### src/ddo_pkg.sv
// ----------------------------------------------------------------------------
// ddo_pkg: shared types and constants for the differential-drive odometry
// Fixed-point constants, CORDIC arctangent table, sequencer states and the
// result bundle passed from the CORDIC unit to the sequencer.
// ----------------------------------------------------------------------------
`default_nettype none

package ddo_pkg;

    // CORDIC rotation count, capped at the table length
    localparam int CORDIC_STEPS  = 16;
    localparam int CORDIC_TAB    = 24;
    localparam int CORDIC_ITERS  = (CORDIC_STEPS > CORDIC_TAB) ? CORDIC_TAB : CORDIC_STEPS;
    localparam int CORDIC_CNT_W  = $clog2(CORDIC_ITERS);

    // Q30 constants
    localparam logic signed [31:0] GAIN_Q30   = 32'sd652032874;
    localparam logic signed [31:0] HALFPI_Q30 = 32'sd1686629713;

    // half-turn scale round(2^48/(4000*pi)) = HI*2^32 + LO
    localparam logic signed [31:0] HALF_TURN_K_LO = 32'sd924230470;
    localparam int                 HALF_TURN_K_HI = 5;

    // ceil(2^39/1000): exact floor(m/1000) as (m*RECIP_1000)>>39 for m < 2^29
    localparam logic signed [31:0] RECIP_1000 = 32'sd549755814;

    // shared divider geometry
    localparam int DIV_W     = 40;
    localparam int DIVISOR_W = 11;
    localparam int DIV_CNT_W = $clog2(DIV_W);

    // configuration registers
    localparam logic [1:0] CFG_TRACK  = 2'd0;
    localparam logic [1:0] CFG_PERIOD = 2'd1;
    localparam logic [9:0] TRACK_RST  = 10'd142;
    localparam logic [9:0] PERIOD_RST = 10'd50;

    typedef enum logic [4:0] {
        ST_IDLE,
        ST_SETUP,
        ST_MUL_P,
        ST_MUL_K,
        ST_REC_MUL,
        ST_REC_Q,
        ST_SUM_N,
        ST_DIV_H_GO,
        ST_DIV_H,
        ST_CORD_GO,
        ST_CORD,
        ST_FIX_Z,
        ST_FIX_Y,
        ST_FIX_X,
        ST_FIX_Q,
        ST_CH_LS,
        ST_CH_N,
        ST_CH_ABS,
        ST_DIV_C_GO,
        ST_DIV_C,
        ST_MOV_X,
        ST_MOV_Y,
        ST_UPD_X,
        ST_UPD_Y,
        ST_DONE
    } t_state;

    // CORDIC rotation result before the residual-angle correction
    typedef struct packed {
        logic [31:0] x;
        logic [31:0] y;
        logic [31:0] z;
        logic [1:0]  quad;
    } t_cord_res;

    // arctangent of 2^-i in 2^-32 turn units
    function automatic logic [31:0] atan_lut(input logic [4:0] idx);
        logic [31:0] v;
        case (idx)
            5'd0:    v = 32'h20000000;
            5'd1:    v = 32'h12E4051E;
            5'd2:    v = 32'h09FB385B;
            5'd3:    v = 32'h051111D4;
            5'd4:    v = 32'h028B0D43;
            5'd5:    v = 32'h0145D7E1;
            5'd6:    v = 32'h00A2F61E;
            5'd7:    v = 32'h00517C55;
            5'd8:    v = 32'h0028BE53;
            5'd9:    v = 32'h00145F2F;
            5'd10:   v = 32'h000A2F98;
            5'd11:   v = 32'h000517CC;
            5'd12:   v = 32'h00028BE6;
            5'd13:   v = 32'h000145F3;
            5'd14:   v = 32'h0000A2FA;
            5'd15:   v = 32'h0000517D;
            5'd16:   v = 32'h000028BE;
            5'd17:   v = 32'h0000145F;
            5'd18:   v = 32'h00000A30;
            5'd19:   v = 32'h00000518;
            5'd20:   v = 32'h0000028C;
            5'd21:   v = 32'h00000146;
            5'd22:   v = 32'h000000A3;
            5'd23:   v = 32'h00000051;
            default: v = 32'h00000000;
        endcase
        return v;
    endfunction

endpackage

`default_nettype wire

### src/ddo_div.sv
// ----------------------------------------------------------------------------
// ddo_div: iterative unsigned divider
// Radix-2 restoring division, one quotient bit per cycle, DIV_W quotient bits.
// Quotient is held until the next start.
// ----------------------------------------------------------------------------
`default_nettype none

module ddo_div (
    input  wire logic                          i_clk,
    input  wire logic                          i_rst_n,
    input  wire logic                          i_start,
    input  wire logic [ddo_pkg::DIV_W-1:0]     i_dividend,
    input  wire logic [ddo_pkg::DIVISOR_W-1:0] i_divisor,
    output logic                               o_done,
    output logic [ddo_pkg::DIV_W-1:0]          o_quot
);

    logic                              r_busy;
    logic                              r_done;
    logic [ddo_pkg::DIV_CNT_W-1:0]     r_cnt;
    logic [ddo_pkg::DIV_W-1:0]         r_q;
    logic [ddo_pkg::DIVISOR_W-1:0]     r_rem;
    logic [ddo_pkg::DIVISOR_W-1:0]     r_dsr;
    logic [ddo_pkg::DIVISOR_W:0]       trial;
    logic [ddo_pkg::DIVISOR_W:0]       diff;
    logic                              qbit;

    // trial subtract of the shifted remainder
    always_comb begin
        trial = {r_rem, r_q[ddo_pkg::DIV_W-1]};
        diff  = trial - {1'b0, r_dsr};
        qbit  = (trial >= {1'b0, r_dsr});
    end

    // control
    always_ff @(posedge i_clk) begin
        if (!i_rst_n) begin
            r_busy <= 1'b0;
            r_done <= 1'b0;
            r_cnt  <= '0;
        end else begin
            r_done <= 1'b0;
            if (i_start) begin
                r_busy <= 1'b1;
                r_cnt  <= '0;
            end else if (r_busy) begin
                r_cnt <= r_cnt + 1'b1;
                if (r_cnt == ddo_pkg::DIV_CNT_W'(ddo_pkg::DIV_W - 1)) begin
                    r_busy <= 1'b0;
                    r_done <= 1'b1;
                end
            end
        end
    end

    // datapath
    always_ff @(posedge i_clk) begin
        if (i_start) begin
            r_q   <= i_dividend;
            r_rem <= '0;
            r_dsr <= i_divisor;
        end else if (r_busy) begin
            r_q   <= {r_q[ddo_pkg::DIV_W-2:0], qbit};
            r_rem <= qbit ? diff[ddo_pkg::DIVISOR_W-1:0] : trial[ddo_pkg::DIVISOR_W-1:0];
        end
    end

    assign o_done = r_done;
    assign o_quot = r_q;

    a_start_idle: assert property (@(posedge i_clk) disable iff (!i_rst_n)
        i_start |-> !r_busy)
        else $error("divider restarted while busy");
    a_done_once: assert property (@(posedge i_clk) disable iff (!i_rst_n)
        r_done |-> !r_busy)
        else $error("divider done while still iterating");
    a_busy_done: assert property (@(posedge i_clk) disable iff (!i_rst_n)
        $fell(r_busy) && !$past(i_start) |-> r_done)
        else $error("divider stopped without done");

endmodule

`default_nettype wire

### config.mk
export PLATFORM = sky130hd
export DESIGN_NAME = ddo_div
export DESIGN_NICKNAME = d
export VERILOG_FILES = /design/src/ddo_pkg.sv /design/src/ddo_div.sv
export SDC_FILE = /design/constraint.sdc
export NUM_CORES = 1
export LEC_CHECK = 0
export BUFFER_PORTS_ARGS = -buffer_cell sky130_fd_sc_hd__buf_4
export CAP_MARGIN = 20
export CORE_MARGIN = 2
export CORE_UTILIZATION = 45
export DETAILED_ROUTE_END_ITERATION = 12
export HOLD_SLACK_MARGIN = 0.05
export PLACE_DENSITY = 0.78
export RECOVER_POWER = 100
export SETUP_SLACK_MARGIN = 0.15
export SLEW_MARGIN = 20
export SYNTH_ARGS = -nofsm -noshare
export SYNTH_HDL_FRONTEND = slang
export SYNTH_SLANG_ARGS = --single-unit
### constraint.sdc
create_clock -name i_clk -period 3.5 [get_ports i_clk]
set_input_delay 0.35 -clock i_clk [delete_from_list [all_inputs] [get_ports i_clk]]
set_output_delay 0.35 -clock i_clk [all_outputs]
set_load 0.005 [all_outputs]
After elaboration in Yosys (flattened, before gate mapping)
Index checks and enable logic that the tools add are counted.
{"block": "op_classes", "n_addsub": 2, "n_lt_le_gt_ge": 1, "eq_ne": 1, "muxes": 7, "bitwise": 2, "reduce_logical": 3}
{"op": "40-bit two-way mux", "n": 2}
{"op": "12-bit by 11-bit >= comparator with 1-bit output", "n": 1}
{"op": "11-bit two-way mux", "n": 1}
{"op": "11-bit subtractor", "n": 1}
{"op": "6-bit by 1-bit adder with 6-bit output (second input constant)", "n": 1}
{"op": "6-bit == test (second input constant)", "n": 1}
{"op": "1-bit two-way mux", "n": 4}
{"op": "3-bit OR reduction", "n": 1}
{"op": "1-bit NOT", "n": 2}
{"op": "2-bit nonzero test", "n": 1}
{"op": "2-bit OR reduction", "n": 1}
{"block": "totals", "register_bits": 70, "inputBits": 54, "output_inout_bits": 41}

Depth between registers and ports, before layout
{"block": "logic_depth", "word_depth": 4, "ltp_mapped": 10, "depth_no_buf": 9}

Worst setup path before layout
Ideal clock, no wire load.
{"block": "synth_timing", "kind": "reg2reg", "startpoint": "reg r_q, in the netlist o_quot[39]", "endpoint": "reg r_q, in the netlist o_quot[0] (data pin)", "setup_time_ns": 0.260, "arrival_ns": 1.970, "path_slack_ns": 1.270, "stages_incl_launch_ff": 10, "path_buffers": 1, "synth_period_minus_slack_ns": 2.230, "path_cell_list": "edfxtp_1 inv_1 ha_1 fa_1 nor2b_4 o31a_4 o21ai_4 o21ai_4 buf_8 mux2_2"}
{"block": "synth_via", "elab_chain_cells": 3}
{"element": "start: declaration", "line_no": "ddo_div.sv:21", "text": "logic [ddo_pkg::DIV_W-1:0] r_q;"}
{"element": "start signal: assignment", "line_no": "ddo_div.sv:59", "text": "r_q <= i_dividend;"}
{"element": "start signal: assignment", "line_no": "ddo_div.sv:63", "text": "r_q <= {r_q[ddo_pkg::DIV_W-2:0], qbit};"}
{"element": "12-bit by 11-bit >= comparator with 1-bit output", "line_no": "ddo_div.sv:32", "text": "qbit = (trial >= {1'b0, r_dsr});"}
{"element": "40-bit two-way mux", "line_no": "ddo_div.sv:62", "text": "end else if (r_busy) begin"}
{"element": "40-bit two-way mux", "line_no": "ddo_div.sv:58", "text": "if (i_start) begin"}
Every way passes these cells. The select of a mux whose other input is x is not followed.
A chain may end at the register's enable or synchronous reset.

Final worst setup path
{"block": "layout_timing", "startpoint": "reg r_q, in the netlist o_quot[39]", "endpoint": "reg r_rem[5] (netlist bit)"}
{"block": "layout_via", "elab_chain_cells": 2, "word_cells_on_any_way": 3, "classes_between": "1 x add/sub; 1 x order compare; 1 x mux"}
{"element": "11-bit subtractor or 12-bit by 11-bit >= comparator with 1-bit output (tied branches)", "line_no": "ddo_div.sv:31, ddo_div.sv:32"}
{"element": "11-bit two-way mux (*)", "line_no": "ddo_div.sv:64", "text": "r_rem <= qbit ? diff[ddo_pkg::DIVISOR_W-1:0] : trial[ddo_pkg::DIVISOR_W-1:0];"}
{"element": "end signal: assignment", "line_no": "ddo_div.sv:64"}
{"element": "end: declaration", "line_no": "ddo_div.sv:22", "text": "logic [ddo_pkg::DIVISOR_W-1:0] r_rem;"}
Mark *: on every way between the ends. The rest lies on a longest branch, timed or not.

==> impl_metrics.csv <==
group,metric,value,unit
status,status,"complete, no violations",
finish,diodes,0,
clock_network,cts-root-buf,"clkbuf_8",
synth,ys.warnings.count,0,
finish,syn2layout_area_growth,25.8,%
synth,synth_edf_count,51,
floorplanning,io_pins,95,
synth,synth_fp_nets,336,
finish,nNetsFinal,432,
route,wire_per_inst,15.4,um
power_and_ir_drop,combPwrFrac,21.0,%
setup_path,crit_family,"compound AO/OA/AOI/OAI gates",
setup_path,crit_chain,"inv_1 -> ha_1 -> fa_1 -> nor2b_4 -> o31a_2 -> o21ai_0 -> o21ai_4 -> and2_1 -> a211oi_1",
timing,setup_viol,0,
power_and_ir_drop,p_int,1.53,mW
power_and_ir_drop,pwr-share-clk,30.0,%
synth,synth_top_family_by_area,"multiplexers",
setup_path,cp_num_buf_inv,1,
floorplanning,die_height,92.1,um
floorplanning,fp.dieArea,8480,um^2
power_and_ir_drop,p_switching,0.565,mW
grt,grt_pass1_wl,11.8,mm
synth,synthCells,269,
route,drtIter0Drc,145,
timing,slew_headroom,11.6,%
synth,synth-simple-area-share,9.82,%
timing,rsz0062_at_grt,"no",
setup_path,critPathLaunchType,"register",
synth,synth_seq_area_share,54.7,%
setup_path,rr_worst_depth,9,
setup_path,rr_startpoint,"o_quot[39]",
floorplanning,num_rows,32,
clock_network,cts_tree,"built",
setup_path,required,3740,ps
floorplanning,die_w,92.1,um
power_and_ir_drop,sw_frac_of_total,26.9,%
worst_hold_path,holdPathStages,1,
grt,grt_max_degree,44,
timing,hold_violations,0,
timing,finalClockSkew,8.89,ps
power_and_ir_drop,vdd_ir_drop_max,0.000262,V
clock_network,htreeDepth,3,
power_and_ir_drop,p_total,2.10,mW
timing,fmax,347,MHz
power_and_ir_drop,seq_power_share,49.0,%
clock_network,post_cts_buffers,0,
clock_network,cts.repair.resized,0,
setup_path,slowest_stage,"o21ai_0",
grt,grt_pass1_vias,2477,
setup_path,rr_endpoint,"r_rem[5]",
route,ant_nets,0,
timing,tns,0,ps
synth,avgSynthCellArea,13.0,um^2
finish,layout-drive-gt1-share,40.3,%
clock_network,cts_buffers,9,
worst_hold_path,hold_class,"in -> reg",
timing,slew_viol_final,0,
clock_network,ctsHoldBuffers,0,
placement,io_buffers,94,
synth,yosysUniqueCellTypes,46,
synth,ys.flop_type,"edfxtp_1",
synth,synthAdderAreaFrac,4.87,%
power_and_ir_drop,p_leak,1.76,nW
clock_network,cts.path.max_buffers,2,
grt,antenna_found_initial,0,
power_and_ir_drop,p_per_area,477,nW/um^2
route,totalWireLength,7.28,mm
route,route.detailed.drc,0,
run,cap_violations,0,
worst_hold_path,hp-start,"i_divisor[10]",
timing,min_period,2880,ps
route,vias,2450,
timing,fin_crit_sh,82.2,%
floorplanning,core,7610,um^2
synth,async_flop_share,0,%
clock_network,clk_pin_slew,70,ps
synth,synth_xor_area_share,2.26,%
setup_path,max_stage_delay,700,ps
grt,grt_use_total,17.8,%
timing,tightest_slew,1330,ps
floorplanning,initial_core_util,45.9,%
synth,synth_compound_area_share,9.57,%
setup_path,worstPathArrival,3120,ps
clock_network,cts.sink_count,70,
clock_network,clock_latency,340,ps
setup_path,r2r_slack,620,ps
placement,dp_hpwl,5.29,mm
setup_path,path_max_fanout,15,
grt,grt_overflow_total,0,
setup_path,endpoint_kind,"register",
worst_hold_path,worstHoldEndpoint,"r_dsr[10]",
synth,syn-cell-area,3490,um^2
placement,globalplace.congestion,0.870,
setup_path,critical_path_class,"reg -> reg",
route,drt-pass1-iter-count,4,
synth,muxShareOfSynthArea,15.2,%
synth,synth-seq-cells,70,
route,detail_route.vias_per_cell,5.19,
cell families after synthesis:
group / count (synthesis)
DFF: 70
and+or+nand+nor: 60
adders and majority gates: 13
muxes: 48
xor gates and xnor gates: 9
AOI/OAI and AO/OA: 42
buffers and inverters: 27
final cells by class:
| cell class | count | area (um^2) |
|---|---|---|
| inverter | 15 | 56.3 |
| clock buffer | 9 | 124 |
| sequential | 70 | 1910 |
| clock inverter | 7 | 65.1 |
| timing repair buffer | 97 | 679 |
| multi-input combinational | 172 | 1430 |
| tap | 102 | 128 |
| fill | 681 | 3210 |
power groups by stage:
stage	Clock, mW	Sequential [mW]	Combinational, mW
floorplan	0	1.04	0.295
global placement	0	1.04	0.453
detailed placement	0	1.05	0.463
CTS	0.645	1.03	0.467
global route	0.675	1.04	0.484
finish	0.629	1.03	0.441
sequential cells by signal (all words and copies together), names as in the netlist:
name    flops
o_quot     40
o_done      1
r_dsr      11
r_rem      11
r_cnt       6
r_busy      1
how the worst max path moves through the flow:
stage | start | to | slack [ps] | cells past startpoint
2_1_floorplan | o_quot[39] | o_quot[0] | 1270 | 9
3_3_place_gp | o_quot[39] | r_rem[4] | 1160 | 9
3_5_place_dp | o_quot[39] | r_rem[9] | 1090 | 9
4_1_cts | o_quot[39] | r_rem[5] | 1040 | 9
5_1_grt | o_quot[39] | r_rem[5] | 450 | 9
6_report | o_quot[39] | r_rem[5] | 620 | 9
Yosys cell counts, types with 2 or more instances:
cell type / number / area (um^2)
o21ai_4: 2 / 32.5
nand2_1: 11 / 41.3
a211oi_1: 5 / 37.5
nand3_1: 4 / 20.0
a21oi_1: 9 / 45.0
dfxtp_1: 19 / 380
a311oi_2: 2 / 30.0
xor2_1: 3 / 26.3
o21a_1: 2 / 15.0
edfxtp_1: 51 / 1530
nand4_1: 4 / 25.0
o21ai_1: 2 / 10.0
o211ai_1: 3 / 22.5
ha_1: 12 / 150
a211oi_2: 2 / 25.0
clkbuf_1: 9 / 33.8
nor2_1: 22 / 82.6
o22ai_1: 2 / 12.5
mux2i_1: 8 / 80.1
nor2b_1: 2 / 12.5
nand2b_1: 4 / 25.0
xnor2_1: 6 / 52.6
inv_1: 15 / 56.3
mux2_2: 40 / 450
or3_1: 2 / 12.5
nor4_4: 2 / 42.5
o21ai_0: 7 / 35.0
metrics by stage:
| stage | setup WS (ps) | std cells | util, % | hold slack [ps] | cell area, um^2 |
|---|---|---|---|---|---|
| finish | 622 | 472 | 57.8 | 206 | 4390 |
| global route | 445 | 472 | 57.8 | 192 | 4390 |
| CTS | 1040 | 472 | 58.8 | 167 | 4470 |
| detailed placement | 1090 | 456 | 56.3 | 496 | 4280 |
| global placement | 1160 | 456 | 56.3 | 473 | 4280 |
| floorplan | 1270 | 269 | - | 449 | 3490 |
metal layers:
metal  vias to the layer above  share of wire, %  GRT usage (%)
li1                       1197                 -              -
met1                      1153                42           21.6
met2                        83                48           28.9
met3                        17               7.5           5.83
met4                         0               2.4           7.71
met5                         -                 0              0
worst register-to-register path, stage by stage (launching register included):
cell	delay [ps]
edfxtp_1	410
inv_1	80
ha_1	180
fa_1	260
nor2b_4	60
o31a_2	300
o21ai_0	700
o21ai_4	270
and2_1	280
a211oi_1	240
cell usage in the layout, fill, tap and decap left out, types with 2 or more instances in the layout:
cell type / instances
clkbuf_4: 41
xnor2_1: 6
a311oi_2: 2
a211oi_1: 5
o21a_1: 2
o311ai_0: 2
xor2_1: 3
edfxtp_1: 51
nand3_1: 4
nand4_1: 4
nor2b_1: 2
clkinv_2: 3
nand2_1: 11
or3_1: 2
o211ai_1: 3
o22ai_1: 2
ha_1: 12
a211oi_2: 2
dfxtp_1: 19
clkbuf_8: 9
a21oi_1: 9
buf_4: 43
o21ai_0: 9
clkbuf_1: 13
nor4_4: 2
mux2i_1: 8
nor2_1: 22
nand2b_1: 4
inv_1: 15
mux2_2: 40
Note: power is estimated with default switching activity, not from simulation.
