$ cat src/ddo_pkg.sv
// ----------------------------------------------------------------------------
// ddo_pkg: shared types and constants for the differential-drive odometry
// Fixed-point constants, CORDIC arctangent table, sequencer states and the
// result bundle passed from the CORDIC unit to the sequencer.
// ----------------------------------------------------------------------------
`default_nettype none

package ddo_pkg;

    // CORDIC rotation count, capped at the table length
    localparam int CORDIC_STEPS  = 16;
    localparam int CORDIC_TAB    = 24;
    localparam int CORDIC_ITERS  = (CORDIC_STEPS > CORDIC_TAB) ? CORDIC_TAB : CORDIC_STEPS;
    localparam int CORDIC_CNT_W  = $clog2(CORDIC_ITERS);

    // Q30 constants
    localparam logic signed [31:0] GAIN_Q30   = 32'sd652032874;
    localparam logic signed [31:0] HALFPI_Q30 = 32'sd1686629713;

    // half-turn scale round(2^48/(4000*pi)) = HI*2^32 + LO
    localparam logic signed [31:0] HALF_TURN_K_LO = 32'sd924230470;
    localparam int                 HALF_TURN_K_HI = 5;

    // ceil(2^39/1000): exact floor(m/1000) as (m*RECIP_1000)>>39 for m < 2^29
    localparam logic signed [31:0] RECIP_1000 = 32'sd549755814;

    // shared divider geometry
    localparam int DIV_W     = 40;
    localparam int DIVISOR_W = 11;
    localparam int DIV_CNT_W = $clog2(DIV_W);

    // configuration registers
    localparam logic [1:0] CFG_TRACK  = 2'd0;
    localparam logic [1:0] CFG_PERIOD = 2'd1;
    localparam logic [9:0] TRACK_RST  = 10'd142;
    localparam logic [9:0] PERIOD_RST = 10'd50;

    typedef enum logic [4:0] {
        ST_IDLE,
        ST_SETUP,
        ST_MUL_P,
        ST_MUL_K,
        ST_REC_MUL,
        ST_REC_Q,
        ST_SUM_N,
        ST_DIV_H_GO,
        ST_DIV_H,
        ST_CORD_GO,
        ST_CORD,
        ST_FIX_Z,
        ST_FIX_Y,
        ST_FIX_X,
        ST_FIX_Q,
        ST_CH_LS,
        ST_CH_N,
        ST_CH_ABS,
        ST_DIV_C_GO,
        ST_DIV_C,
        ST_MOV_X,
        ST_MOV_Y,
        ST_UPD_X,
        ST_UPD_Y,
        ST_DONE
    } t_state;

    // CORDIC rotation result before the residual-angle correction
    typedef struct packed {
        logic [31:0] x;
        logic [31:0] y;
        logic [31:0] z;
        logic [1:0]  quad;
    } t_cord_res;

    // arctangent of 2^-i in 2^-32 turn units
    function automatic logic [31:0] atan_lut(input logic [4:0] idx);
        logic [31:0] v;
        case (idx)
            5'd0:    v = 32'h20000000;
            5'd1:    v = 32'h12E4051E;
            5'd2:    v = 32'h09FB385B;
            5'd3:    v = 32'h051111D4;
            5'd4:    v = 32'h028B0D43;
            5'd5:    v = 32'h0145D7E1;
            5'd6:    v = 32'h00A2F61E;
            5'd7:    v = 32'h00517C55;
            5'd8:    v = 32'h0028BE53;
            5'd9:    v = 32'h00145F2F;
            5'd10:   v = 32'h000A2F98;
            5'd11:   v = 32'h000517CC;
            5'd12:   v = 32'h00028BE6;
            5'd13:   v = 32'h000145F3;
            5'd14:   v = 32'h0000A2FA;
            5'd15:   v = 32'h0000517D;
            5'd16:   v = 32'h000028BE;
            5'd17:   v = 32'h0000145F;
            5'd18:   v = 32'h00000A30;
            5'd19:   v = 32'h00000518;
            5'd20:   v = 32'h0000028C;
            5'd21:   v = 32'h00000146;
            5'd22:   v = 32'h000000A3;
            5'd23:   v = 32'h00000051;
            default: v = 32'h00000000;
        endcase
        return v;
    endfunction

endpackage

`default_nettype wire

$ cat src/ddo_cordic.sv
// ----------------------------------------------------------------------------
// ddo_cordic: iterative CORDIC rotation unit
// Folds a 32-bit binary angle to the nearest quadrant, then runs one
// shift-add rotation per cycle. Returns x, y, residual angle and quadrant.
// ----------------------------------------------------------------------------
`default_nettype none

module ddo_cordic (
    input  wire logic               i_clk,
    input  wire logic               i_rst_n,
    input  wire logic               i_start,
    input  wire logic [31:0]        i_angle,
    output logic                    o_done,
    output ddo_pkg::t_cord_res      o_res
);

    logic                               r_busy;
    logic                               r_done;
    logic [ddo_pkg::CORDIC_CNT_W-1:0]   r_cnt;
    logic signed [31:0]                 r_x;
    logic signed [31:0]                 r_y;
    logic signed [31:0]                 r_z;
    logic [1:0]                         r_quad;
    logic [31:0]                        biased;
    logic [31:0]                        folded;
    logic signed [31:0]                 xs;
    logic signed [31:0]                 ys;
    logic [31:0]                        atan_v;

    // quadrant fold and per-step shifts
    always_comb begin
        biased = i_angle + 32'h2000_0000;
        folded = i_angle - {biased[31:30], 30'b0};
        xs     = r_x >>> r_cnt;
        ys     = r_y >>> r_cnt;
        atan_v = ddo_pkg::atan_lut(5'(r_cnt));
    end

    // control
    always_ff @(posedge i_clk) begin
        if (!i_rst_n) begin
            r_busy <= 1'b0;
            r_done <= 1'b0;
            r_cnt  <= '0;
        end else begin
            r_done <= 1'b0;
            if (i_start) begin
                r_busy <= 1'b1;
                r_cnt  <= '0;
            end else if (r_busy) begin
                r_cnt <= r_cnt + 1'b1;
                if (r_cnt == ddo_pkg::CORDIC_CNT_W'(ddo_pkg::CORDIC_ITERS - 1)) begin
                    r_busy <= 1'b0;
                    r_done <= 1'b1;
                end
            end
        end
    end

    // rotations
    always_ff @(posedge i_clk) begin
        if (i_start) begin
            r_x    <= ddo_pkg::GAIN_Q30;
            r_y    <= '0;
            r_z    <= $signed(folded);
            r_quad <= biased[31:30];
        end else if (r_busy) begin
            if (!r_z[31]) begin
                r_x <= r_x - ys;
                r_y <= r_y + xs;
                r_z <= r_z - $signed(atan_v);
            end else begin
                r_x <= r_x + ys;
                r_y <= r_y - xs;
                r_z <= r_z + $signed(atan_v);
            end
        end
    end

    assign o_done     = r_done;
    assign o_res.x    = r_x;
    assign o_res.y    = r_y;
    assign o_res.z    = r_z;
    assign o_res.quad = r_quad;

    a_start_idle: assert property (@(posedge i_clk) disable iff (!i_rst_n)
        i_start |-> !r_busy)
        else $error("cordic restarted while busy");
    a_done_after: assert property (@(posedge i_clk) disable iff (!i_rst_n)
        r_done |-> $past(r_busy))
        else $error("cordic done without run");
    a_done_idle: assert property (@(posedge i_clk) disable iff (!i_rst_n)
        r_done |-> !r_busy)
        else $error("cordic done while rotating");

endmodule

`default_nettype wire

$ cat config.mk
export PLATFORM = sky130hd
export DESIGN_NAME = ddo_cordic
export DESIGN_NICKNAME = d
export VERILOG_FILES = /design/src/ddo_pkg.sv /design/src/ddo_cordic.sv
export SDC_FILE = /design/constraint.sdc
export NUM_CORES = 1
export LEC_CHECK = 0
export BUFFER_PORTS_ARGS = -buffer_cell sky130_fd_sc_hd__buf_2
export CORE_ASPECT_RATIO = 0.5
export CORE_MARGIN = 2
export CORE_UTILIZATION = 55
export CTS_CLUSTER_SIZE = 24
export DETAILED_ROUTE_END_ITERATION = 8
export PLACE_DENSITY = 0.85
export SETUP_SLACK_MARGIN = 0.05
export SLEW_MARGIN = 5
export SYNTH_ARGS = -nofsm -noshare
export SYNTH_HDL_FRONTEND = slang
export SYNTH_SLANG_ARGS = --single-unit
$ cat constraint.sdc
create_clock -name i_clk -period 10.3 [get_ports i_clk]
set_input_delay 1.03 -clock i_clk [delete_from_list [all_inputs] [get_ports i_clk]]
set_output_delay 1.03 -clock i_clk [all_outputs]
set_load 0.1 [all_outputs]
-- Word level (Yosys, flattened, before mapping)
Memories as Yosys holds them, arrays and structs flattened. A register that Yosys moved wholly into a read port is not among the register bits.
Cells that the tools add are included.
- register bits after elaboration: 104
- logic and storage cells: 36
- ROM bits: 480
- memories: 1
- output and inout bits: 99
- input port bits: 35
- memories (memory ; depth ; width ; rd ports ; clocked after Yosys merged registers in ; wr ports ; line ; source):
    (name not given) ; 16 ; 30 ; 1 ; 1 ; 0 ; ddo_pkg.sv:77 ; case (idx)
- bitwise gates (word level): 2
- shifts and indexed selects: 2
- mux-type cells: 11
- equal/unequal tests: 1
- $add $sub $neg: 9
- reductions and logical operators: 3
- operator list (operator ; count):
    2-to-1 mux 32 bit ; 5
    subtractor 32 bit ; 4
    adder 32 bit ; 3
    >>> shifter 32 x 4 -> 32 bit ; 2
    adder 32 x 30 -> 32 bit (second input constant) ; 1
    2-to-1 mux 4 bit ; 2
    adder 4 x 1 -> 4 bit (second input constant) ; 1
    == test 4 bit (second input constant) ; 1
    2-to-1 mux 1 bit ; 4
    OR reduction 3 bit ; 1
    NOT 1 bit ; 2
    nonzero test 2 bit ; 1
    OR reduction 2 bit ; 1

-- Depth between registers and ports, before layout
Gate-level depths: netlist of the first run.
- word-level depth: 4
- depth in mapped cells: 26
- gate-level depth less buffers: 21

-- Worst setup path before layout of the first run
No wires, ideal clock.
- path type: register to register
- start point: reg r_cnt[3] (netlist bit)
- end point: reg r_y[30]
- buffers on the path: 6
- setup time: 0.118 ns
- required time: 10.182 ns
- path slack: 4.406 ns
- period minus slack after synthesis: 5.894 ns
- cell stages (with the launch flop): 23
- data arrival time: 5.777 ns
- cells stage by stage: dfxtp_1 clkbuf_1 inv_2 buf_1 clkbuf_1 buf_1 buf_1 clkbuf_1 o21bai_1 ha_1 nand2_1 o21a_1 fa_1 a211oi_1 o21ai_0 a2111oi_0 o21ai_0 a2111oi_0 o21ai_0 a211oi_1 a21oi_1 xor2_1 a22o_1
- cells in the longest elaborated chain, start to end: 3
- elaborated cells on any way between the ends: 4
- those cells by class: 2 x add/sub; 1 x shift; 1 x mux
- ends and longest elaborated chain (element ; line ; source):
    from (decl) ; ddo_cordic.sv:19 ; logic [ddo_pkg::CORDIC_CNT_W-1:0] r_cnt;
    from (signal assigned) ; ddo_cordic.sv:51 ; r_cnt <= r_cnt + 1'b1;
    >>> shifter 32 x 4 -> 32 bit (*) ; ddo_cordic.sv:34 ; xs = r_x >>> r_cnt;
    adder 32 bit or subtractor 32 bit (tied branches) ; ddo_cordic.sv:70, ddo_cordic.sv:74 ;
    2-to-1 mux 32 bit (*) ; ddo_cordic.sv:68 ; if (!r_z[31]) begin
    to (signal assigned) ; ddo_cordic.sv:70 ; r_y <= r_y + xs;
    to (signal assigned) ; ddo_cordic.sv:74 ; r_y <= r_y - xs;
    to (decl) ; ddo_cordic.sv:21 ; logic signed [31:0] r_y;
Mark *: on every way between the ends. The rest lies on a longest branch, timed or not.
A chain may end at the register's enable or synchronous reset.

-- Worst setup path after layout of the first run
- start point: reg r_cnt[1] (netlist bit)
- end point: reg r_x[31]
- cells in the longest elaborated chain, start to end: 3
- elaborated cells on any way between the ends: 4
- those cells by class: 2 x add/sub; 1 x shift; 1 x mux
- ends and longest elaborated chain (element ; line ; source):
    >>> shifter 32 x 4 -> 32 bit (*) ; ddo_cordic.sv:35 ; ys = r_y >>> r_cnt;
    subtractor 32 bit or adder 32 bit (tied branches) ; ddo_cordic.sv:69, ddo_cordic.sv:73 ;
    2-to-1 mux 32 bit (*) ; ddo_cordic.sv:68 ;
    to (signal assigned) ; ddo_cordic.sv:63 ; r_x <= ddo_pkg::GAIN_Q30;
    to (signal assigned) ; ddo_cordic.sv:69 ; r_x <= r_x - ys;
    to (signal assigned) ; ddo_cordic.sv:73 ; r_x <= r_x + ys;
    to (decl) ; ddo_cordic.sv:20 ; logic signed [31:0] r_x;
Marks and branches as above.

==> flow_metrics.env, run 1 <==
export IMPL_status="finished, final reports clean"
export IMPL_cts_max_level=4
export IMPL_crit_fanout=55
export IMPL_cts_tree="done"
export IMPL_io_pins=134
export IMPL_dieArea_um2=28600
export IMPL_wirelength_met1_um=18700
export IMPL_routed_wl_um=44300
export IMPL_start_util_pct=56.2
export IMPL_relSlewSlack_pct=27.2
export IMPL_grt_usage_pct=30.7
export IMPL_max_freq_mhz=143
export IMPL_clock_path_buffers=2
export IMPL_cp_slowest_cell="dfxtp_4"
export IMPL_cap_violations=0
export IMPL_crit_path_max_incr_delay_ns=0.69
export IMPL_hp_class="reg2reg"
export IMPL_synth_top_area_share_pct=13.4
export IMPL_synth_most_common_cell="nor2_1"
export IMPL_post_cts_setup_buffers=0
export IMPL_worstSetupPathType="reg2reg"
export IMPL_drive_gt1_share_pct=15.5
export IMPL_yosysTopAreaCell="dfxtp_1"
export IMPL_final_area_um2=16400
export IMPL_reg2regPathDepth=22
export IMPL_crit_path_start="r_cnt[1]$_SDFFE_PP0P_"
export IMPL_dp_hpwl_um=32600
export IMPL_rsz0062_at_grt="no"
export IMPL_dr_wl_met2_um=19400
export IMPL_top_layer_used="met4"
export IMPL_wl_met3_um=4830
export IMPL_ctsHoldBuffers=0
export IMPL_cts_sinks=134
export IMPL_final_setup_tns_ns=0
export IMPL_cp_required_ns=10.65
export IMPL_drv_slew=0
export IMPL_grt_pass1_vias=13100
export IMPL_ys_types=84
export IMPL_crit_path_end_kind="flip-flop"
export IMPL_synthCells=1777
export IMPL_clk_latency_ns=0.46
export IMPL_critPathTopFamily="compound AO/OA/AOI/OAI gates"
export IMPL_numPortBuffers=133
export IMPL_cts_root_buf="clkbuf_16"
export IMPL_remaining_drc_errors=0
export IMPL_synth_top_cells_by_count="174 x nor2_1, 173 x a21oi_1, 147 x nand2_1"
export IMPL_areaGrowthSynthToFinish_pct=9.37
export IMPL_core_area_um2=26600
export IMPL_drtPass1Iterations=6
export IMPL_numCtsBuffers=17
export IMPL_critPathArrivalTime_ns=7.36
export IMPL_fillers=2341
export IMPL_worst_pin_slew_ns=1.08
export IMPL_synthFlopType="dfxtp_1"
export IMPL_grt_pass1_wl_um=69700
export IMPL_setup_viol=0
export IMPL_period_share_pct=68.0
export IMPL_worstHoldEndpoint="r_y[0]$_SDFFE_PP0P_"
export IMPL_cts_resized=0
export IMPL_antennaDiodeCount=0
export IMPL_clock_skew_ns=0.0119
export IMPL_yosys_warnings=0
export IMPL_grt_max_degree=74
export IMPL_fp_row_count=42
export IMPL_clk_pin_slew_worst_paths_ns=0.07
export IMPL_die_h_um=121
export IMPL_start_kind="flip-flop"
export IMPL_grt_antenna_before_repair=0
export IMPL_register_area_um2=3030
export IMPL_antenna_left=0
export IMPL_synth_edff_count=34
export IMPL_yosys_top_cells_area="dfxtp_1 13%, ha_1 9.5%, mux4_2 8.9%"
export IMPL_r2r_slack_ns=3.29
export IMPL_place_gp_congestion=1.02
export IMPL_overflow=0
export IMPL_postLayoutCoreUtil_pct=61.5
export IMPL_wl_per_cell_um=20.0
export IMPL_min_delay_path_depth=2
export IMPL_syn_avg_cell_area_um2=8.42
export IMPL_final_nets=2004
export IMPL_via_per_inst=6.48
export IMPL_syn_num_nets=1928
export IMPL_die_w_um=237
export IMPL_fin_crit_ns=7.01
export IMPL_syn_cell_area_um2=15000
export IMPL_ys_seq_area_share_pct=20.2
export IMPL_hp_start="r_y[0]$_SDFFE_PP0P_"
export IMPL_async_reset_ff_share_pct=0
export IMPL_placed_cell_area_um2=15800
export IMPL_drt_iter0_markers=1796
export IMPL_path_buf_inv=2
export IMPL_synth_seq_cells=134
export IMPL_vias=14400
export IMPL_crit_path_cell_trace="buf_4 -> mux4_1 -> a222oi_1 -> nand2b_1 -> o21a_1 -> ha_1 -> a21boi_0 -> nand2_1 -> inv_1 -> nor2_1 -> xnor2_1 -> ha_1 -> a21o_1 -> a21oi_1 -> a2bb2oi_1 -> a21oi_1 -> nor3_1 -> o211ai_1 -> a41oi_1 -> o31a_1 -> o21ai_1 -> mux2_1"
export IMPL_multiInputGateArea_um2=11300
export IMPL_rr_startpoint="r_cnt[1]$_SDFFE_PP0P_"
export IMPL_r2r_end="r_x[31]$_SDFFE_PP0P_"
export IMPL_hold_violations=0
==> sequential cells by signal, indices dropped and copies added, names as in the netlist <==
name	flops
r_z	32
r_busy	1
r_y	32
o_done	1
r_quad	2
r_cnt	4
atan_v	30
r_x	32
==> cell usage in the layout, fill, tap and decap left out, drive strengths merged, types with 11 or more instances in the layout <==
cell type    n
a211oi      19
nor3        29
o211ai      11
nand3       35
xnor2       84
a21o        34
ha         113
a31oi       28
o21ai      115
nand2      147
nor2b       23
clkbuf      21
dfxtp      100
xor2        82
o21a        19
a211o       12
buf        145
a21oi      173
mux2i       75
o21bai      19
and2        14
mux4        67
nor2       174
nand2b      14
inv         54
or3         11
edfxtp      34
and3        23
mux2        26
==> metrics by stage <==
step                hold WS (ns)  instances  worst slack, ns
global route               0.612       2218             2.76
finish                     0.584       2218             3.29
detailed placement         0.562       2186             3.47
CTS                        0.571       2218             3.44
global placement           0.561       2186             3.63
floorplan                  0.535       1777             4.41
==> routing by layer <==
| layer | global-route usage, % | up-vias |
|---|---|---|
| met2 | 48.1 | 766 |
| met1 | 41.1 | 6720 |
| li1 | - | 6768 |
| met5 | 0 | - |
| met4 | 10.5 | 0 |
| met3 | 8.24 | 113 |
==> cells by family after synthesis <==
| group | after synthesis | share of synthesized area (%) |
|---|---|---|
| AO/OA/AOI/OAI | 523 | 22.1 |
| XOR/XNOR | 166 | 9.72 |
| adder cells (fa/ha/maj) | 116 | 9.85 |
| flip-flops | 134 | 20.2 |
| multiplexers | 168 | 17.4 |
| AND/OR/NAND/NOR | 526 | 16.7 |
| buffers and inverters | 144 | 4.03 |
==> worst reg2reg max path: stages, from the launching register on <==
cell	delay (ns)
dfxtp_4	0.69
buf_4	0.70
mux4_1	0.70
a222oi_1	0.45
nand2b_1	0.17
o21a_1	0.15
ha_1	0.17
a21boi_0	0.52
nand2_1	0.20
inv_1	0.15
nor2_1	0.06
xnor2_1	0.16
ha_1	0.35
a21o_1	0.17
a21oi_1	0.31
a2bb2oi_1	0.28
a21oi_1	0.10
nor3_1	0.41
o211ai_1	0.26
a41oi_1	0.31
o31a_1	0.18
o21ai_1	0.06
mux2_1	0.35
==> worst max-delay path by stage <==
stage | endpoint | cells past startpoint | slack (ns)
6_report | r_x[31]$_SDFFE_PP0P_ | 22 | 3.29
5_1_grt | r_y[30]$_SDFFE_PP0P_ | 21 | 2.76
4_1_cts | r_x[31]$_SDFFE_PP0P_ | 22 | 3.44
3_5_place_dp | r_x[31]$_SDFFE_PP0P_ | 22 | 3.47
3_3_place_gp | r_x[31]$_SDFFE_PP0P_ | 22 | 3.63
2_1_floorplan | r_y[30]$_SDFFE_PP0P_ | 22 | 4.41
==> cell type report <==
type | count | area share [%]
Timing Repair Buffer | 145 | 4.64
Inverter | 56 | 1.28
Clock buffer | 21 | 2.81
Clock inverter | 11 | 0.773
Multi-Input combinational cell | 1499 | 69.3
Sequential cell | 134 | 18.5
Tap cell | 352 | 2.69
Power of run 1 is not shown: default switching activity piles up to over one toggle a cycle in this logic, so the estimate is an artifact.
==> run 2: changes to the inputs <==
- ABC_AREA: default -> 1
- PLACE_DENSITY: 0.85 -> 0.84
- clock period: 10.3 -> 6.45 ns (I/O delays scaled with it)
==> flow_metrics.env, run 2 <==
export IMPL_wl_per_cell_um=16.1
export IMPL_max_freq_mhz=186
export IMPL_syn_num_nets=2766
export IMPL_async_reset_ff_share_pct=0
export IMPL_hp_class="in2reg"
export IMPL_peakVddDrop_uv=342
export IMPL_grt_pass1_wl_um=80100
export IMPL_grt_pass1_vias=15500
export IMPL_crit_fanout=53
export IMPL_setup_viol=0
export IMPL_crit_path_cell_trace="inv_2 -> nand3_1 -> nand3_1 -> nand2_1 -> o21ai_2 -> ha_1 -> inv_1 -> nor2_1 -> inv_1 -> nand2_1 -> xor2_1 -> inv_1 -> ha_1 -> nand2_1 -> o21ai_0 -> a21oi_1 -> o21ai_0 -> nand2_1 -> o21ai_0 -> nand2_1 -> nand3_1 -> nand3_1 -> nand2_1 -> inv_1"
export IMPL_drtPass1Iterations=6
export IMPL_drv_slew=0
export IMPL_synthFlopType="dfxtp_1"
export IMPL_synth_most_common_cell="nand2_1"
export IMPL_worstSetupPathType="reg2reg"
export IMPL_critPathArrivalTime_ns=5.74
export IMPL_cap_violations=0
export IMPL_numCtsBuffers=17
export IMPL_clock_skew_ns=0.0151
export IMPL_antennaDiodeCount=0
export IMPL_yosysTopAreaCell="nand2_1"
export IMPL_core_area_um2=28000
export IMPL_antenna_left=0
export IMPL_drive_gt1_share_pct=11.8
export IMPL_synth_xor_area_share_pct=6.47
export IMPL_synth_edff_count=34
export IMPL_power_density_nw_per_um2=514
export IMPL_finalPower_uw=8860
export IMPL_synth_compound_area_share_pct=15.1
export IMPL_vias=17600
export IMPL_status="finished, final reports clean"
export IMPL_crit_path_end_kind="flip-flop"
export IMPL_clock_path_buffers=2
export IMPL_start_kind="flip-flop"
export IMPL_cts_resized=0
export IMPL_layout_common_cells="682 x nand2_1, 313 x nand3_1, 284 x nor2_1"
export IMPL_synth_seq_cells=134
export IMPL_grt_max_degree=78
export IMPL_synth_top_area_share_pct=16.2
export IMPL_routed_wl_um=49800
export IMPL_areaGrowthSynthToFinish_pct=9.04
export IMPL_clk_pin_slew_worst_paths_ns=0.07
export IMPL_cp_required_ns=6.80
export IMPL_worst_pin_slew_ns=0.969
export IMPL_cts_tree="done"
export IMPL_placed_cell_area_um2=16600
export IMPL_drt_iter0_markers=2106
export IMPL_path_buf_inv=5
export IMPL_ys_seq_area_share_pct=19.1
export IMPL_synth_top_family_by_area="simple AND/OR/NAND/NOR gates"
export IMPL_final_area_um2=17200
export IMPL_critPathTopFamily="compound AO/OA/AOI/OAI gates"
export IMPL_synthAdderAreaFrac_pct=9.32
export IMPL_ys_types=55
export IMPL_die_w_um=244
export IMPL_cts_sinks=134
export IMPL_yosys_warnings=0
export IMPL_grt_antenna_before_repair=0
export IMPL_rsz0062_at_grt="no"
export IMPL_relSlewSlack_pct=35.3
export IMPL_path_common_cell="nand2_1"
export IMPL_numPortBuffers=133
export IMPL_die_h_um=124
export IMPL_synthCells=2615
export IMPL_clk_latency_ns=0.45
export IMPL_syn_avg_cell_area_um2=6.05
export IMPL_hold_violations=0
export IMPL_io_pins=134
export IMPL_synth_simple_gate_area_share_pct=40.3
export IMPL_layout_commonest_cell="nand2_1"
export IMPL_grt_usage_pct=33.0
export IMPL_yosys_top_cells_area="nand2_1 16%, dfxtp_1 13%, nand3_1 9.9%"
export IMPL_period_share_pct=83.5
export IMPL_dp_hpwl_um=37900
export IMPL_dieArea_um2=30200
export IMPL_syn_cell_area_um2=15800
export IMPL_cts_max_level=4
export IMPL_post_cts_setup_buffers=0
export IMPL_synth_top_cells_by_count="682 x nand2_1, 313 x nand3_1, 284 x nor2_1"
export IMPL_ctsHoldBuffers=0
export IMPL_via_per_inst=5.69
export IMPL_fin_crit_ns=5.39
export IMPL_final_nets=2843
export IMPL_top_regs="r_x: 32 flops, r_y: 32 flops, r_z: 32 flops"
export IMPL_leakagePower_uw=0.00879
export IMPL_final_setup_tns_ns=0
export IMPL_overflow=0
export IMPL_fp_row_count=43
export IMPL_place_gp_congestion=0.984
export IMPL_start_util_pct=56.5
export IMPL_cts_root_buf="clkbuf_16"
export IMPL_crit_path_max_incr_delay_ns=0.76
export IMPL_remaining_drc_errors=0
export IMPL_muxShareOfSynthArea_pct=0
export IMPL_cp_slowest_cell="o21ai_0"
run 2: routing by layer:
metal	wire length, µm	vias up	share of wire, %	global-route usage [%]
met5	0	-	0	0
met4	1070	0	2.2	9.18
met3	5010	84	10	6.85
li1	-	8803	-	-
met1	23200	7854	47	47.2
met2	20600	834	41	50.1
run 2: area by class of cell:
type | instances | area [µm²]
multi-input cells | 2106 | 11300
fillers | 2747 | 10700
flip-flops and latches | 134 | 3030
inverters | 278 | 1040
repair buffers | 155 | 831
well taps | 382 | 478
clock buffers | 18 | 429
clock inverters | 14 | 171
run 2: cells by family (layout without fill, tap and decap cells):
| group | Yosys count | in the layout |
|---|---|---|
| compound gates | 424 | 424 |
| xor+xnor | 116 | 116 |
| fa+ha+maj | 116 | 116 |
| buf+inv | 375 | 465 |
| flops | 134 | 134 |
| simple gates | 1450 | 1450 |
run 2: worst min-delay path: stages:
cell,delay (ns)
buf_2,0.08
nand2_1,0.04
nand2_1,0.05
run 2: worst paths after layout:
path	from	to	slack [ns]	depth (start not counted)
max reg2reg	r_cnt[1]$_SDFFE_PP0P_	r_x[27]$_SDFFE_PP0P_	1.06	24
min reg2reg	r_y[0]$_SDFFE_PP0P_	r_y[0]$_SDFFE_PP0P_	0.53	2
min	i_angle[19]	r_z[19]$_DFFE_PP_	0.46	3
max	r_cnt[1]$_SDFFE_PP0P_	r_x[27]$_SDFFE_PP0P_	1.06	24
run 2: metrics by stage:
| stage | utilization [%] | setup WS (ns) | std cells | hold slack, ns |
|---|---|---|---|---|
| 2_1_floorplan | - | 2.01 | 2615 | 0.604 |
| 3_3_place_gp | 59.5 | 1.39 | 3055 | 0.507 |
| 3_5_place_dp | 59.5 | 1.36 | 3055 | 0.523 |
| 4_1_cts | 61.6 | 1.33 | 3087 | 0.436 |
| 5_1_grt | 61.6 | 0.747 | 3087 | 0.454 |
| 6_report | 61.6 | 1.06 | 3087 | 0.458 |
run 2: power by group:
part           internal (µW)  switching [µW]  total [µW]
Combinational           1900            4580        6480
Clock                    612             436        1050
Sequential              1070             260        1330
Total                   3590            5280        8860
No activity file was read; power rests on OpenSTA's default activity.
